===== src/design/lmmd_pkg.sv =====
package lmmd_pkg;

  // Store geometry: 16 grid columns, two extra columns, 17 rows each
  localparam int unsigned STORE_ROWS  = 17;
  localparam int unsigned STORE_DEPTH = 306;
  localparam int unsigned ADDR_W      = 9;
  localparam logic [4:0]  XCOL        = 5'd16;
  localparam logic [4:0]  XROW        = 5'd16;

  // SysEx bytes
  localparam logic [7:0] SYX_START  = 8'hf0;
  localparam logic [7:0] SYX_END    = 8'hf7;
  localparam logic [7:0] SYX_UNIV   = 8'h7e;
  localparam logic [7:0] SYX_FAMILY = 8'h4e;
  localparam logic [7:0] SYX_ACK    = 8'h0f;
  localparam logic [7:0] SYX_LAYOUT = 8'h01;

  // MIDI events
  localparam logic [3:0] EV_NOTE_OFF = 4'h8;
  localparam logic [3:0] EV_NOTE_ON  = 4'h9;
  localparam logic [3:0] EV_CTRL     = 4'hb;
  localparam logic [3:0] EV_SYSTEM   = 4'hf;

  // Result kinds
  localparam logic [1:0] KIND_GRID  = 2'd0;
  localparam logic [1:0] KIND_XCOL  = 2'd1;
  localparam logic [1:0] KIND_XROW  = 2'd2;
  localparam logic [1:0] KIND_REPLY = 2'd3;

  // Configuration register indexes
  localparam logic CFG_FORWARD   = 1'b0;
  localparam logic CFG_ROW_COUNT = 1'b1;

  typedef enum logic [1:0] {
    CLS_NONE,
    CLS_READY_ONLY,
    CLS_CELLS,
    CLS_REPLY
  } cls_t;

  typedef enum logic [2:0] {
    ST_CLEAR,
    ST_IDLE,
    ST_LOAD,
    ST_READ,
    ST_WRITE,
    ST_DONE,
    ST_REPLY
  } state_t;

  typedef struct packed {
    logic clear_wr;
    logic accept;
    logic decode;
    logic cell_rd;
    logic cell_wr;
    logic rep_emit;
    logic set_ready;
  } cmd_t;

  typedef struct packed {
    logic clear_done;
    cls_t cls;
    logic cell_last;
    logic cell_emit;
    logic out_free;
    logic rep_last;
  } sts_t;

endpackage


===== src/design/led_matrix_midi_decoder_top.sv =====
// One message at a time: a note write reads its store cell and then writes it; an eight-cell
// controller pattern does a store read then a write for each of its cells, in turn.
// A SysEx reply goes out at one word per cycle while the output is free, 9 or 14 words.
// Each cell write waits on a registered store read, and a stalled output holds the write.
// Reset is synchronous; after it a pass clears all 306 cells of the store,
// during which no message is taken (configuration writes are).
module led_matrix_midi_decoder_top #(
  parameter int GRID_COLS = 16,
  parameter int GRID_ROWS = 16
) (
  input  logic        clk,
  input  logic        rst,
  // status_byte, first_data, second_data, sysex_byte_3..7, msg_length
  input  logic [71:0] s_axis_tdata,
  input  logic        s_axis_tvalid,
  output logic        s_axis_tready,
  // led_col[3:0], led_row[7:4], led_state[9:8], reply_byte[17:10], ready_flag[18]
  output logic [23:0] m_axis_tdata,
  // kind[1:0]
  output logic [1:0]  m_axis_tuser,
  output logic        m_axis_tlast,
  output logic        m_axis_tvalid,
  input  logic        m_axis_tready,
  input  logic        cfg_we,
  input  logic        cfg_index,
  input  logic [4:0]  cfg_data
);

  lmmd_pkg::cmd_t cmd;
  lmmd_pkg::sts_t sts;

  lmmd_ctrl u_ctrl (
    .clk      (clk),
    .rst      (rst),
    .in_valid (s_axis_tvalid),
    .in_ready (s_axis_tready),
    .sts      (sts),
    .cmd      (cmd)
  );

  lmmd_datapath #(.GRID_COLS(GRID_COLS), .GRID_ROWS(GRID_ROWS)) u_dp (
    .clk       (clk),
    .rst       (rst),
    .cmd       (cmd),
    .sts       (sts),
    .in_data   (s_axis_tdata),
    .cfg_we    (cfg_we),
    .cfg_index (cfg_index),
    .cfg_data  (cfg_data),
    .out_valid (m_axis_tvalid),
    .out_ready (m_axis_tready),
    .out_data  (m_axis_tdata),
    .out_kind  (m_axis_tuser),
    .out_last  (m_axis_tlast)
  );

endmodule


===== src/design/lmmd_ram.sv =====
module lmmd_ram #(
  parameter int WIDTH = 2,
  parameter int DEPTH = 306
) (
  input  logic                     clk,
  input  logic                     we,
  input  logic [$clog2(DEPTH)-1:0] waddr,
  input  logic [WIDTH-1:0]         wdata,
  input  logic [$clog2(DEPTH)-1:0] raddr,
  output logic [WIDTH-1:0]         rdata
);

  logic [WIDTH-1:0] mem [DEPTH];

  // Write port and registered read port
  always_ff @(posedge clk) begin
    if (we) begin
      mem[waddr] <= wdata;
    end
    rdata <= mem[raddr];
  end

endmodule


===== src/design/lmmd_ctrl.sv =====
module lmmd_ctrl (
  input  logic            clk,
  input  logic            rst,
  input  logic            in_valid,
  output logic            in_ready,
  input  lmmd_pkg::sts_t  sts,
  output lmmd_pkg::cmd_t  cmd
);

  lmmd_pkg::state_t state, state_next;

  // Hold state
  always_ff @(posedge clk) begin
    if (rst) begin
      state <= lmmd_pkg::ST_CLEAR;
    end else begin
      state <= state_next;
    end
  end

  // Next state
  always_comb begin
    state_next = state;
    case (state)
      lmmd_pkg::ST_CLEAR: begin
        if (sts.clear_done) state_next = lmmd_pkg::ST_IDLE;
      end
      lmmd_pkg::ST_IDLE: begin
        if (in_valid) state_next = lmmd_pkg::ST_LOAD;
      end
      lmmd_pkg::ST_LOAD: begin
        case (sts.cls)
          lmmd_pkg::CLS_CELLS:      state_next = lmmd_pkg::ST_READ;
          lmmd_pkg::CLS_REPLY:      state_next = lmmd_pkg::ST_REPLY;
          lmmd_pkg::CLS_READY_ONLY: state_next = lmmd_pkg::ST_DONE;
          default:                  state_next = lmmd_pkg::ST_IDLE;
        endcase
      end
      lmmd_pkg::ST_READ: state_next = lmmd_pkg::ST_WRITE;
      lmmd_pkg::ST_WRITE: begin
        if (!sts.cell_emit || sts.out_free) begin
          state_next = sts.cell_last ? lmmd_pkg::ST_DONE : lmmd_pkg::ST_READ;
        end
      end
      lmmd_pkg::ST_DONE: state_next = lmmd_pkg::ST_IDLE;
      lmmd_pkg::ST_REPLY: begin
        if (sts.out_free && sts.rep_last) state_next = lmmd_pkg::ST_IDLE;
      end
      default: state_next = lmmd_pkg::ST_IDLE;
    endcase
  end

  // Commands
  always_comb begin
    cmd      = '0;
    in_ready = 1'b0;
    case (state)
      lmmd_pkg::ST_CLEAR: cmd.clear_wr = 1'b1;
      lmmd_pkg::ST_IDLE: begin
        in_ready   = 1'b1;
        cmd.accept = in_valid;
      end
      lmmd_pkg::ST_LOAD: begin
        cmd.decode    = 1'b1;
        cmd.set_ready = (sts.cls == lmmd_pkg::CLS_REPLY);
      end
      lmmd_pkg::ST_READ: cmd.cell_rd = 1'b1;
      lmmd_pkg::ST_WRITE: cmd.cell_wr = !sts.cell_emit || sts.out_free;
      lmmd_pkg::ST_DONE: cmd.set_ready = 1'b1;
      lmmd_pkg::ST_REPLY: cmd.rep_emit = sts.out_free;
      default: cmd = '0;
    endcase
  end

endmodule


===== src/design/lmmd_datapath.sv =====
module lmmd_datapath #(
  parameter int GRID_COLS = 16,
  parameter int GRID_ROWS = 16
) (
  input  logic            clk,
  input  logic            rst,
  input  lmmd_pkg::cmd_t  cmd,
  output lmmd_pkg::sts_t  sts,
  input  logic [71:0]     in_data,
  input  logic            cfg_we,
  input  logic            cfg_index,
  input  logic [4:0]      cfg_data,
  output logic            out_valid,
  input  logic            out_ready,
  output logic [23:0]     out_data,
  output logic [1:0]      out_kind,
  output logic            out_last
);

  localparam logic [4:0] GC      = 5'(GRID_COLS);
  localparam logic [4:0] GR      = 5'(GRID_ROWS);
  localparam logic [7:0] GC_BYTE = 8'(GRID_COLS) & 8'h7f;
  localparam logic [lmmd_pkg::ADDR_W-1:0] CLR_LAST =
    lmmd_pkg::ADDR_W'(lmmd_pkg::STORE_DEPTH - 1);

  function automatic logic cell_ok(input logic [4:0] col, input logic [4:0] row);
    logic ok;
    ok = 1'b1;
    if (col > lmmd_pkg::XCOL + 5'd1 || row > lmmd_pkg::XROW) ok = 1'b0;
    else if (col < lmmd_pkg::XCOL && row < lmmd_pkg::XROW && (col >= GC || row >= GR))
      ok = 1'b0;
    return ok;
  endfunction

  function automatic logic [7:0] rep_byte(input logic [3:0] k, input logic lay,
                                          input logic [4:0] rc);
    logic [7:0] b;
    case (k)
      4'd0:    b = lmmd_pkg::SYX_START;
      4'd3:    b = lmmd_pkg::SYX_UNIV;
      4'd4:    b = lmmd_pkg::SYX_FAMILY;
      4'd6:    b = lay ? lmmd_pkg::SYX_LAYOUT : lmmd_pkg::SYX_ACK;
      4'd7:    b = lay ? GC_BYTE : 8'h00;
      4'd8:    b = lay ? {3'b000, rc} : lmmd_pkg::SYX_END;
      4'd9:    b = 8'h02;
      4'd10, 4'd11, 4'd12: b = 8'h01;
      4'd13:   b = lmmd_pkg::SYX_END;
      default: b = 8'h00;
    endcase
    return b;
  endfunction

  logic [71:0] msg;
  logic        fwd;
  logic [4:0]  row_count;
  logic        ready_flag;
  logic [lmmd_pkg::ADDR_W-1:0] clr_cnt;
  logic [3:0]  step;

  // Decoded message
  logic [4:0] base_col, base_row;
  logic       horiz, multi, lay;
  logic [1:0] keep, mset;
  logic [7:0] pat;

  logic [4:0] d_col, d_row;
  logic       d_horiz, d_multi, d_bit, d_hit;
  logic [1:0] d_st;
  lmmd_pkg::cls_t d_cls;

  logic [7:0] b0, b1, b2;
  logic [3:0] ev, ch;
  logic       syx_match, syx_lay, syx_ack;

  assign b0 = msg[7:0];
  assign b1 = msg[15:8];
  assign b2 = msg[23:16];
  assign ev = b0[7:4];
  assign ch = b0[3:0];

  assign syx_match = msg[71:64] >= 8'd8 && b0 == lmmd_pkg::SYX_START && b1 == 8'h00 &&
                     b2 == 8'h00 && msg[31:24] == lmmd_pkg::SYX_UNIV &&
                     msg[39:32] == lmmd_pkg::SYX_FAMILY && msg[47:40] == 8'h00;
  assign syx_lay = msg[55:48] == 8'h00 && msg[63:56] == 8'h00;
  assign syx_ack = msg[55:48] == lmmd_pkg::SYX_ACK && msg[63:56] == lmmd_pkg::SYX_END;

  // Decode the latched message into a cell run, a reply, or neither
  always_comb begin
    d_col   = 5'd0;
    d_row   = 5'd0;
    d_horiz = 1'b0;
    d_multi = 1'b0;
    d_bit   = 1'b0;
    d_hit   = 1'b0;
    d_st    = 2'd0;
    d_cls   = lmmd_pkg::CLS_NONE;
    if (ev == lmmd_pkg::EV_NOTE_OFF || ev == lmmd_pkg::EV_NOTE_ON) begin
      if (ev == lmmd_pkg::EV_NOTE_OFF || b2 == 8'h00) d_st = 2'd0;
      else if (b2 < 8'h40) d_st = 2'd1;
      else if (b2 < 8'h60) d_st = 2'd2;
      else d_st = 2'd3;
      d_hit = 1'b1;
      if (b1 < 8'd16) begin
        d_col = {1'b0, b1[3:0]};
        d_row = {1'b0, ch};
      end else if (b1 == 8'h40) begin
        d_col = lmmd_pkg::XCOL;
        d_row = {1'b0, ch};
      end else if (ch == 4'd0 && b1[7:4] == 4'h6) begin
        d_col = {1'b0, b1[3:0]};
        d_row = lmmd_pkg::XROW;
      end else if (ch == 4'hf && b1 == 8'h60) begin
        d_col = lmmd_pkg::XCOL;
        d_row = lmmd_pkg::XROW;
      end else begin
        d_hit = 1'b0;
      end
      d_cls = d_hit ? lmmd_pkg::CLS_CELLS : lmmd_pkg::CLS_READY_ONLY;
    end else if (ev == lmmd_pkg::EV_CTRL) begin
      if (b1[7:6] == 2'b00 && (b1[5:4] == 2'b01 || b1[5:4] == 2'b10) && !b1[2]) begin
        d_hit   = 1'b1;
        d_multi = 1'b1;
        d_bit   = b1[5];
        d_horiz = !b1[3];
        if (d_horiz) begin
          d_col = {1'b0, b1[1], 3'b000};
          d_row = {1'b0, ch};
        end else begin
          d_col = {1'b0, ch};
          d_row = {1'b0, b1[1], 3'b000};
        end
      end else if (b1[7:5] == 3'b010 && !b1[2] && ch == 4'd0) begin
        d_hit   = 1'b1;
        d_multi = 1'b1;
        d_bit   = b1[3];
        d_col   = lmmd_pkg::XCOL + {4'd0, b1[4]};
        d_row   = {1'b0, b1[1], 3'b000};
      end else if (b1[7:4] == 4'h6 && !b1[2]) begin
        d_bit = b1[3];
        if (ch == 4'd0) begin
          d_hit   = 1'b1;
          d_multi = 1'b1;
          d_horiz = 1'b1;
          d_col   = {1'b0, b1[1], 3'b000};
          d_row   = lmmd_pkg::XROW;
        end else if (ch == 4'hf && !b1[1]) begin
          // Corner cell: one colour bit from the pattern's lowest bit
          d_hit = 1'b1;
          d_col = lmmd_pkg::XCOL;
          d_row = lmmd_pkg::XROW;
        end
      end
      d_cls = d_hit ? lmmd_pkg::CLS_CELLS : lmmd_pkg::CLS_READY_ONLY;
    end else if (ev == lmmd_pkg::EV_SYSTEM) begin
      if (syx_match && (syx_lay || syx_ack)) d_cls = lmmd_pkg::CLS_REPLY;
    end
  end

  // Latch message and decoded run
  always_ff @(posedge clk) begin
    if (cmd.accept) msg <= in_data;
    if (cmd.decode) begin
      base_col <= d_col;
      base_row <= d_row;
      horiz    <= d_horiz;
      multi    <= d_multi;
      lay      <= syx_lay;
      if (ev == lmmd_pkg::EV_CTRL) begin
        keep <= d_bit ? 2'b01 : 2'b10;
        mset <= d_bit ? 2'b10 : 2'b01;
        pat  <= {b1[0] | b2[7], b2[6:0]};
      end else begin
        keep <= 2'b00;
        mset <= d_st;
        pat  <= 8'hff;
      end
    end
  end

  always_ff @(posedge clk) begin
    if (rst) begin
      fwd        <= 1'b0;
      row_count  <= 5'd8;
      ready_flag <= 1'b0;
      clr_cnt    <= '0;
      step       <= 4'd0;
    end else begin
      if (cfg_we) begin
        if (cfg_index == lmmd_pkg::CFG_FORWARD) fwd <= cfg_data[0];
        else row_count <= cfg_data;
      end
      if (cmd.set_ready) ready_flag <= 1'b1;
      if (cmd.clear_wr) clr_cnt <= clr_cnt + 1'b1;
      if (cmd.decode) step <= 4'd0;
      else if (cmd.cell_wr || cmd.rep_emit) step <= step + 4'd1;
    end
  end

  // Current cell and the forwarding mask of the whole run
  logic [4:0] cur_col, cur_row;
  logic [7:0] emit_mask, later;
  logic       cur_ok, cur_emit;
  logic [1:0] cur_set, rdata, new_st;
  logic [lmmd_pkg::ADDR_W-1:0] cur_addr;

  assign cur_col = base_col + (horiz ? {2'b00, step[2:0]} : 5'd0);
  assign cur_row = base_row + (horiz ? 5'd0 : {2'b00, step[2:0]});
  assign cur_ok  = cell_ok(cur_col, cur_row);
  assign cur_set = pat[step[2:0]] ? mset : 2'b00;
  assign cur_addr = {cur_col, 4'b0000} + {4'b0000, cur_col} + {4'b0000, cur_row};

  always_comb begin
    logic [4:0] c, r;
    for (int j = 0; j < 8; j++) begin
      c = base_col + (horiz ? 5'(j) : 5'd0);
      r = base_row + (horiz ? 5'd0 : 5'(j));
      emit_mask[j] = fwd && cell_ok(c, r) && (j == 0 || multi) &&
                     !(c >= lmmd_pkg::XCOL && r == lmmd_pkg::XROW);
    end
  end

  assign cur_emit = emit_mask[step[2:0]];
  assign later    = (emit_mask >> step[2:0]) >> 1;
  assign new_st   = (rdata & keep) | cur_set;

  lmmd_ram #(.WIDTH(2), .DEPTH(lmmd_pkg::STORE_DEPTH)) u_store (
    .clk   (clk),
    .we    (cmd.clear_wr || (cmd.cell_wr && cur_ok)),
    .waddr (cmd.clear_wr ? clr_cnt : cur_addr),
    .wdata (cmd.clear_wr ? 2'b00 : new_st),
    .raddr (cur_addr),
    .rdata (rdata)
  );

  // Status
  assign sts.clear_done = clr_cnt == CLR_LAST;
  assign sts.cls        = d_cls;
  assign sts.cell_last  = !multi || step[2:0] == 3'd7;
  assign sts.cell_emit  = cur_emit;
  assign sts.out_free   = !out_valid || out_ready;
  assign sts.rep_last   = lay ? step == 4'd13 : step == 4'd8;

  // Output word register
  logic load_cell;
  assign load_cell = cmd.cell_wr && cur_emit;

  always_ff @(posedge clk) begin
    if (rst) begin
      out_valid <= 1'b0;
    end else if (load_cell || cmd.rep_emit) begin
      out_valid <= 1'b1;
    end else if (out_ready) begin
      out_valid <= 1'b0;
    end
  end

  always_ff @(posedge clk) begin
    if (load_cell) begin
      out_last <= !multi || later == 8'd0;
      if (cur_col < lmmd_pkg::XCOL && cur_row < lmmd_pkg::XROW) begin
        out_kind <= lmmd_pkg::KIND_GRID;
        out_data <= {5'd0, ready_flag, 8'h00, new_st, cur_row[3:0], cur_col[3:0]};
      end else if (cur_row < lmmd_pkg::XROW) begin
        out_kind <= lmmd_pkg::KIND_XCOL;
        out_data <= {5'd0, ready_flag, 8'h00, new_st, cur_row[3:0], 3'b000, cur_col[0]};
      end else begin
        out_kind <= lmmd_pkg::KIND_XROW;
        out_data <= {5'd0, ready_flag, 8'h00, new_st, 4'd0, cur_col[3:0]};
      end
    end else if (cmd.rep_emit) begin
      out_last <= sts.rep_last;
      out_kind <= lmmd_pkg::KIND_REPLY;
      out_data <= {5'd0, ready_flag, rep_byte(step, lay, row_count), 10'd0};
    end
  end

endmodule


===== config.mk =====
export PLATFORM = sky130hd
export DESIGN_NAME = led_matrix_midi_decoder_top
export DESIGN_NICKNAME = d
export VERILOG_FILES = /design/src/design/lmmd_pkg.sv /design/src/design/led_matrix_midi_decoder_top.sv /design/src/design/lmmd_ram.sv /design/src/design/lmmd_ctrl.sv /design/src/design/lmmd_datapath.sv
export SDC_FILE = /design/constraint.sdc
export NUM_CORES = 1
export LEC_CHECK = 0
export CAP_MARGIN = 20
export CORE_UTILIZATION = 60
export DETAILED_ROUTE_END_ITERATION = 7
export DONT_BUFFER_PORTS = 1
export GPL_ROUTABILITY_DRIVEN = 0
export PLACE_DENSITY = 0.77
export SETUP_SLACK_MARGIN = 0.5
export SLEW_MARGIN = 15
export SYNTH_ARGS = -nofsm -noshare
export SYNTH_HDL_FRONTEND = slang
export SYNTH_SLANG_ARGS = --single-unit
export TNS_END_PERCENT = 30

===== constraint.sdc =====
create_clock -name clk -period 26.8 [get_ports clk]
set_input_delay 0 -clock clk [delete_from_list [all_inputs] [get_ports clk]]
set_output_delay 0 -clock clk [all_outputs]
set_load 0.03 [all_outputs]

==> qor.log, run 1 <==
qor: run_status.run_status complete, no violations
qor: sta.final.period_utilization 0.2842
qor: drt.drt-pass1-iter-count 6
qor: logic_synthesis.postSynthRegisterBits 754
qor: clock_tree.worst_skew_pair.late_latency 0.62 ns
qor: layout.final_layout_size_suffix_gt1_frac 0.1439
qor: pwr.ir_drop 0.07883 mV
qor: logic_synthesis.synth.yosys.warnings 0
qor: sta.slew-limit-headroom 0.2290
qor: logic_synthesis.syn-cell-area 0.03342 sq mm
qor: drt.antenna_left 0
qor: setup_path.cp_class reg -> reg
qor: logic_synthesis.postSynth.asyncResetShare 0
qor: floorplanning.die_w 238.0 um
qor: sta.fin_tns_setup 0 ns
qor: logic_synthesis.seq_area_frac_synth 0.6697
qor: min_path.min_delay_path_depth 1
qor: setup_path.reg2regPathDepth 19
qor: floorplanning.dieArea 0.05665 sq mm
qor: layout.syn_to_final_growth 12.28%
qor: layout.design_area 0.03752 sq mm
qor: min_path.worst_hold_path_type in -> reg
qor: floorplanning.count_of_standard_cell_rows 86
qor: sta.finalHoldViolCount 0
qor: setup_path.timing.critical_path.required 27.28 ns
qor: logic_synthesis.yosys-top-cells-area edfxtp_1, mux4_2, nor3_1, dfxtp_1, nor2_1
qor: clock_tree.cts-buffers-inserted 76
qor: drt.num_vias 20360
qor: logic_synthesis.synth_enable_flop_cells 728
qor: sta.fmax 0.1313 GHz
qor: floorplanning.die_y 238.0 um
qor: placement.placed_cell_area 0.03404 sq mm
qor: placement.port_buffers 0
qor: grt.globalRouteTotalUtil 0.2789
qor: logic_synthesis.postSynthAreaPerCell 15.38 sq um
qor: floorplanning.floorplan.initialDensity 0.6066
qor: logic_synthesis.synth_top_cell_area_share 0.6541
qor: clock_tree.cts_max_path_buffers 3
qor: clock_tree.htreeDepth 3
qor: floorplanning.placeableCoreArea 0.05509 sq mm
qor: sta.setup_repair_after_global_routing_missed_its_margin no
qor: sta.period_needed 7.617 ns
qor: grt.globalRoute.totalOverflow 0
qor: logic_synthesis.number_of_distinct_library_cell_variants_in_the_gate_level_netlist_after_synthesis 87
qor: drt.starting_drt_drc_count 2373
qor: logic_synthesis.syn-instance-count 2173
qor: pwr.p_leak 0.01108 uW
qor: drt.remaining_drc_errors 0
qor: clock_tree.reg_clk_slew_reported_paths 0.07 ns
qor: grt.first_global_vias 20850
qor: sta.hold_slack 0.005577 ns
qor: clock_tree.clock_tree.root_cell clkbuf_16
qor: clock_tree.cts_tree yes
qor: sta.timing_worst_slew_pin_value 1.152 ns
qor: placement.dp_hpwl 43830 um
qor: setup_path.critPathCaptureType flip-flop
qor: logic_synthesis.synth_top_cells_by_count edfxtp_1, nor3_1, mux4_2
qor: floorplanning.ioPinCount 112
qor: sta.final.setup_skew 0.03244 ns
qor: sta.finalSetupViolCount 0
qor: job.max-cap-violations 0
qor: drt.routed_via_density 6.707
qor: pwr.pwr_density_cell 62.58 mW/mm^2
qor: sta.slew_viols_final 0
qor: logic_synthesis.synth_area_leader edfxtp_1
qor: logic_synthesis.synth_flop_cell edfxtp_1
qor: layout.nFillCells 3517
qor: setup_path.worstPathArrival 8.10 ns
qor: setup_path.worstSetupStartpointType flip-flop
qor: drt.wirelength 77490 um
qor: grt.grt_start_max_net_pins 307
qor: layout.finalNetCount 2355
qor: grt.grt_antenna_before_repair 1
qor: clock_tree.clock_sinks 754
qor: drt.wire_per_inst 25.53 um
qor: setup_path.critical_path.max_fanout 57
qor: logic_synthesis.synth_most_common_cell edfxtp_1
qor: grt.grt_pass1_wl 120500 um
-- state kept, by name (all words and copies together), names as in the netlist, 2 cells and up --
register	flops
u_dp.keep	2
u_dp.base_col	5
u_dp.msg	69
u_dp.step	4
u_dp.out_data	19
u_dp.base_row	5
u_dp.u_store.rdata	2
u_dp.row_count	5
u_dp.out_kind	2
u_dp.clr_cnt	9
u_ctrl.state	3
u_dp.u_store.mem	612
u_dp.pat	8
u_dp.mset	2
-- path summary, 6_finish.rpt --
| kind | start | endpoint | slack [ns] |
|---|---|---|---|
| hold reg to reg | u_dp.ready_flag | u_dp.out_data[18] | 0.49 |
| setup reg to reg | u_dp.step[0] | u_dp.u_store.rdata[0] | 19.18 |
| setup / recovery | u_dp.step[0] | u_dp.u_store.rdata[0] | 19.18 |
| hold / removal | s_axis_tdata[22] | u_dp.msg[22] | 0.006 |
-- per-stage QoR --
step | power [uW] | worst slack [ns] | std cells | utilization
after floorplan | 1316 | 16.90 | 2177 | -
after global placement | 1322 | 19.42 | 2792 | 0.6177
after detailed placement | 1322 | 19.36 | 2793 | 0.6178
after CTS | 2351 | 19.32 | 3030 | 0.6798
after global routing | 2403 | 19.07 | 3035 | 0.6811
final | 2348 | 19.18 | 3035 | 0.6811
-- logic make-up after synthesis --
| group | count (synthesis) | synth area share |
|---|---|---|
| other | 1 | 0.0001122 |
| muxes | 206 | 0.1209 |
| DFF | 754 | 0.6697 |
| AOI/OAI and AO/OA | 239 | 0.04882 |
| buffers and inverters | 197 | 0.02748 |
| adders and majority gates | 42 | 0.01707 |
| and+or+nand+nor | 682 | 0.1009 |
| xor gates and xnor gates | 52 | 0.01498 |
-- metal layers --
metal	vias to the layer above	GRT usage	wire [um]
met3	168	0.05102	6993
met4	0	0.1045	2246
met5	-	0	0
met1	10330	0.3773	29660
met2	1108	0.4565	38580
li1	8751	-	-
-- cells in the final DEF, fill, tap and decap left out, types with 15 or more instances in the layout --
| cell type | n |
|---|---|
| buf_4 | 30 |
| clkbuf_1 | 21 |
| and3_1 | 16 |
| xor2_1 | 26 |
| nand2b_1 | 15 |
| mux2i_1 | 46 |
| dfxtp_1 | 26 |
| a31oi_1 | 22 |
| a21oi_1 | 53 |
| dlygate4sd3_1 | 103 |
| nor2_1 | 131 |
| mux4_2 | 154 |
| clkbuf_16 | 77 |
| edfxtp_1 | 728 |
| nor3_1 | 277 |
| or3_1 | 15 |
| inv_1 | 32 |
| ha_1 | 34 |
| xnor2_1 | 19 |
| nor4_1 | 15 |
| nand3_1 | 55 |
| o21ai_0 | 26 |
| nand2_1 | 84 |
-- report_power, final --
group          total, uW  internal (uW)  switching (uW)  leakage [uW]
Combinational       34.4           13.6            20.8       0.00368
Clock               1040            601             436       0.00115
Sequential          1280           1280            1.44       0.00625
Total               2350           1890             458        0.0111
-- worst max-delay path, cell delays in order (launching register included) --
cell,delay [ns]
dfxtp_1,0.78
inv_1,0.30
nor2_1,0.18
ha_1,0.19
inv_1,0.06
fa_1,0.43
xor2_1,0.38
inv_1,0.20
ha_1,0.34
inv_1,0.06
fa_4,1.06
buf_4,0.75
nor2_1,0.50
a221oi_1,0.45
nor3_1,0.10
nor3_1,0.41
nor3_1,0.08
a2111oi_0,0.65
a21oi_1,0.09
a41oi_1,0.41
-- area by class of cell --
class                   count  area, sq um  share of cell area
flip-flops and latches    754        22380              0.5964
diodes                      1        2.502          0.00006669
repair buffers            140         1381             0.03681
clock inverters            34        350.3            0.009336
inverters                  32        120.1            0.003201
clock buffers             100         2033             0.05418
multi-input cells        1226        10320              0.2750
well taps                 748        935.9             0.02494
-- repair_timing --
item,4_1_cts,5_1_grt
hold endpoints to repair,96,0
hold buffers,103,0
gates resized for setup,0,0
buffers inserted,0,0
(Power assumes the default switching activity.)
==> run 2: changes to the inputs <==
==> constraint.sdc (replaced) <==
create_clock -name clk -period 7.1 [get_ports clk]
set_input_delay 0 -clock clk [delete_from_list [all_inputs] [get_ports clk]]
set_output_delay 0 -clock clk [all_outputs]
set_load 0.03 [all_outputs]
==> qor.log, run 2 (synthesis gave the netlist of run 1 again) <==
qor: min_path.min_delay_path_depth 1
qor: layout.final_layout_size_suffix_gt1_frac 0.1533
qor: layout.largest_registers u_dp.u_store.mem x612, u_dp.msg x69, u_dp.out_data x19
qor: placement.dp_hpwl 44400 um
qor: drt.starting_drt_drc_count 2438
qor: layout.syn_to_final_growth 13.08%
qor: sta.fmax 0.1591 GHz
qor: pwr.pwr_density_cell 230.9 mW/mm^2
qor: setup_path.cp_class reg -> reg
qor: sta.final.period_utilization 0.8855
qor: layout.highest_count_cells_in_the_layout_ignoring_fill_and_taps edfxtp_1, nor3_1, mux4_2, nor2_1, dlygate4sd3_1
qor: setup_path.worstPathArrival 6.56 ns
qor: layout.finalNetCount 2393
qor: grt.grt_start_max_net_pins 307
qor: layout.layout_commonest_cell edfxtp_1
qor: pwr.p_seq_frac 0.553
qor: sta.slew_viols_final 0
qor: drt.wire_per_inst 25.81 um
qor: sta.fin_tns_setup 0 ns
qor: drt.routed_via_density 6.662
qor: clock_tree.htreeDepth 3
qor: clock_tree.cts-buffers-inserted 76
qor: setup_path.timing.critical_path.required 7.37 ns
qor: layout.largest_register u_dp.u_store.mem
qor: sta.period_needed 6.287 ns
qor: pwr.p_leak 0.01123 uW
qor: drt.antenna_left 0
qor: setup_path.worstSetupStartpointType flip-flop
qor: setup_path.critPathCaptureType flip-flop
qor: layout.share_of_the_core_filled_with_cells_in_the_final_layout 0.6860
qor: sta.finalHoldViolCount 0
qor: pwr.combPwrFrac 0.016
qor: clock_tree.cts_max_path_buffers 3
qor: grt.first_global_vias 20630
qor: floorplanning.count_of_standard_cell_rows 86
qor: sta.final.setup_skew 0.01935 ns
qor: layout.largest_reg_flops 612
qor: drt.drt-pass1-iter-count 7
qor: pwr.power.switching 1748 uW
qor: clock_tree.cts_tree yes
qor: pwr.ir_drop 0.2524 mV
qor: setup_path.critical_path.max_fanout 32
qor: job.max-cap-violations 0
qor: floorplanning.die_y 238.0 um
qor: floorplanning.ioPinCount 112
qor: drt.wirelength 79280 um
qor: clock_tree.clock_tree.root_cell clkbuf_16
qor: pwr.netSwitchingFraction 0.2004
qor: placement.dpl.cell_count 2825
qor: layout.final_cells 3071
qor: floorplanning.dieArea 0.05665 sq mm
qor: pwr.clkPwrFrac 0.431
qor: grt.grt_antenna_before_repair 2
qor: sta.setup_repair_after_global_routing_missed_its_margin yes
qor: sta.timing_worst_slew_pin_value 1.104 ns
qor: setup_path.reg2regPathDepth 17
qor: grt.grt_pass1_wl 121000 um
qor: floorplanning.die_w 238.0 um
qor: floorplanning.placeableCoreArea 0.05509 sq mm
qor: clock_tree.worst_skew_pair.late_latency 0.62 ns
qor: placement.port_buffers 0
qor: layout.nFillCells 3529
qor: sta.hold_slack 0.01772 ns
qor: clock_tree.clock_sinks 754
qor: run_status.run_status complete, no violations
qor: clock_tree.post_cts_resized 0
qor: floorplanning.floorplan.initialDensity 0.6066
qor: drt.remaining_drc_errors 0
qor: sta.slew-limit-headroom 0.2584
qor: clock_tree.reg_clk_slew_reported_paths 0.07 ns
qor: grt.globalRoute.totalOverflow 0
qor: drt.num_vias 20460
qor: grt.globalRouteTotalUtil 0.2838
qor: clock_tree.cts.repair_timing.setup_buffer_count 0
qor: pwr.power.internal 6976 uW
qor: sta.finalSetupViolCount 0
qor: min_path.worst_hold_path_type in -> reg
[run 2: layout make-up]
cell class / instances / area [sq um] / share of cell area
inverter: 32 / 120.1 / 0.003178
clock buffer: 93 / 1987 / 0.05258
tap: 748 / 935.9 / 0.02476
clock inverter: 39 / 290.3 / 0.007681
sequential: 754 / 22380 / 0.5922
antenna: 1 / 2.502 / 0.00006622
multi-input combinational: 1227 / 10330 / 0.2734
timing repair buffer: 177 / 1742 / 0.04609
[run 2: worst max-delay path: stages, from the launching register on]
cell and delay (ns):
edfxtp_1 0.55, inv_1 0.30, nor2_1 0.18, ha_1 0.20, inv_1 0.06, fa_1 0.43, xor2_1 0.34, inv_1 0.19
ha_1 0.22, ha_1 0.64, and3_1 0.28, o21ai_1 0.09, a21oi_1 0.30, xnor2_1 0.31, nor3_1 0.63, o21bai_4 0.46
buf_4 0.37, nor3_1 0.39
[run 2: worst paths after layout]
kind | from | end | slack, ns
setup / recovery | u_dp.horiz | u_dp.u_store.mem[201][0] | 0.81
hold / removal | s_axis_tdata[30] | u_dp.msg[30] | 0.02
setup reg to reg | u_dp.horiz | u_dp.u_store.mem[201][0] | 0.81
hold reg to reg | u_dp.ready_flag | u_dp.out_data[18] | 0.53
[run 2: timing repair]
action                                  4_1_cts  5_1_grt
endpoints found under the setup margin        0        1
hold buffers                                109        1
hold endpoints to repair                     93        1
[run 2: power groups by stage]
stage / Sequential (uW) / Combinational, uW / Clock (uW)
floorplan: 4910 / 53.4 / 0
global placement: 4910 / 80.0 / 0
detailed placement: 4910 / 81.6 / 0
CTS: 4820 / 132 / 3770
global route: 4820 / 145 / 3970
finish: 4820 / 139 / 3760
[run 2: per-layer routing]
metal / track usage / routed length (um) / up-vias
li1: - / - / 8821
met1: 0.3731 / 29640 / 10310
met2: 0.4699 / 39610 / 1142
met3: 0.04928 / 6948 / 180
met4: 0.1241 / 3060 / 2
met5: 0 / 13 / -
[run 2: through the flow]
step	power, uW	cell area [sq um]	setup slack [ns]
2_1_floorplan	4966	33450	0.5168
3_3_place_gp	4994	34330	0.9012
3_5_place_dp	4996	34360	0.7700
4_1_cts	8719	37730	0.7321
5_1_grt	8935	37790	0.4827
6_report	8724	37790	0.8131
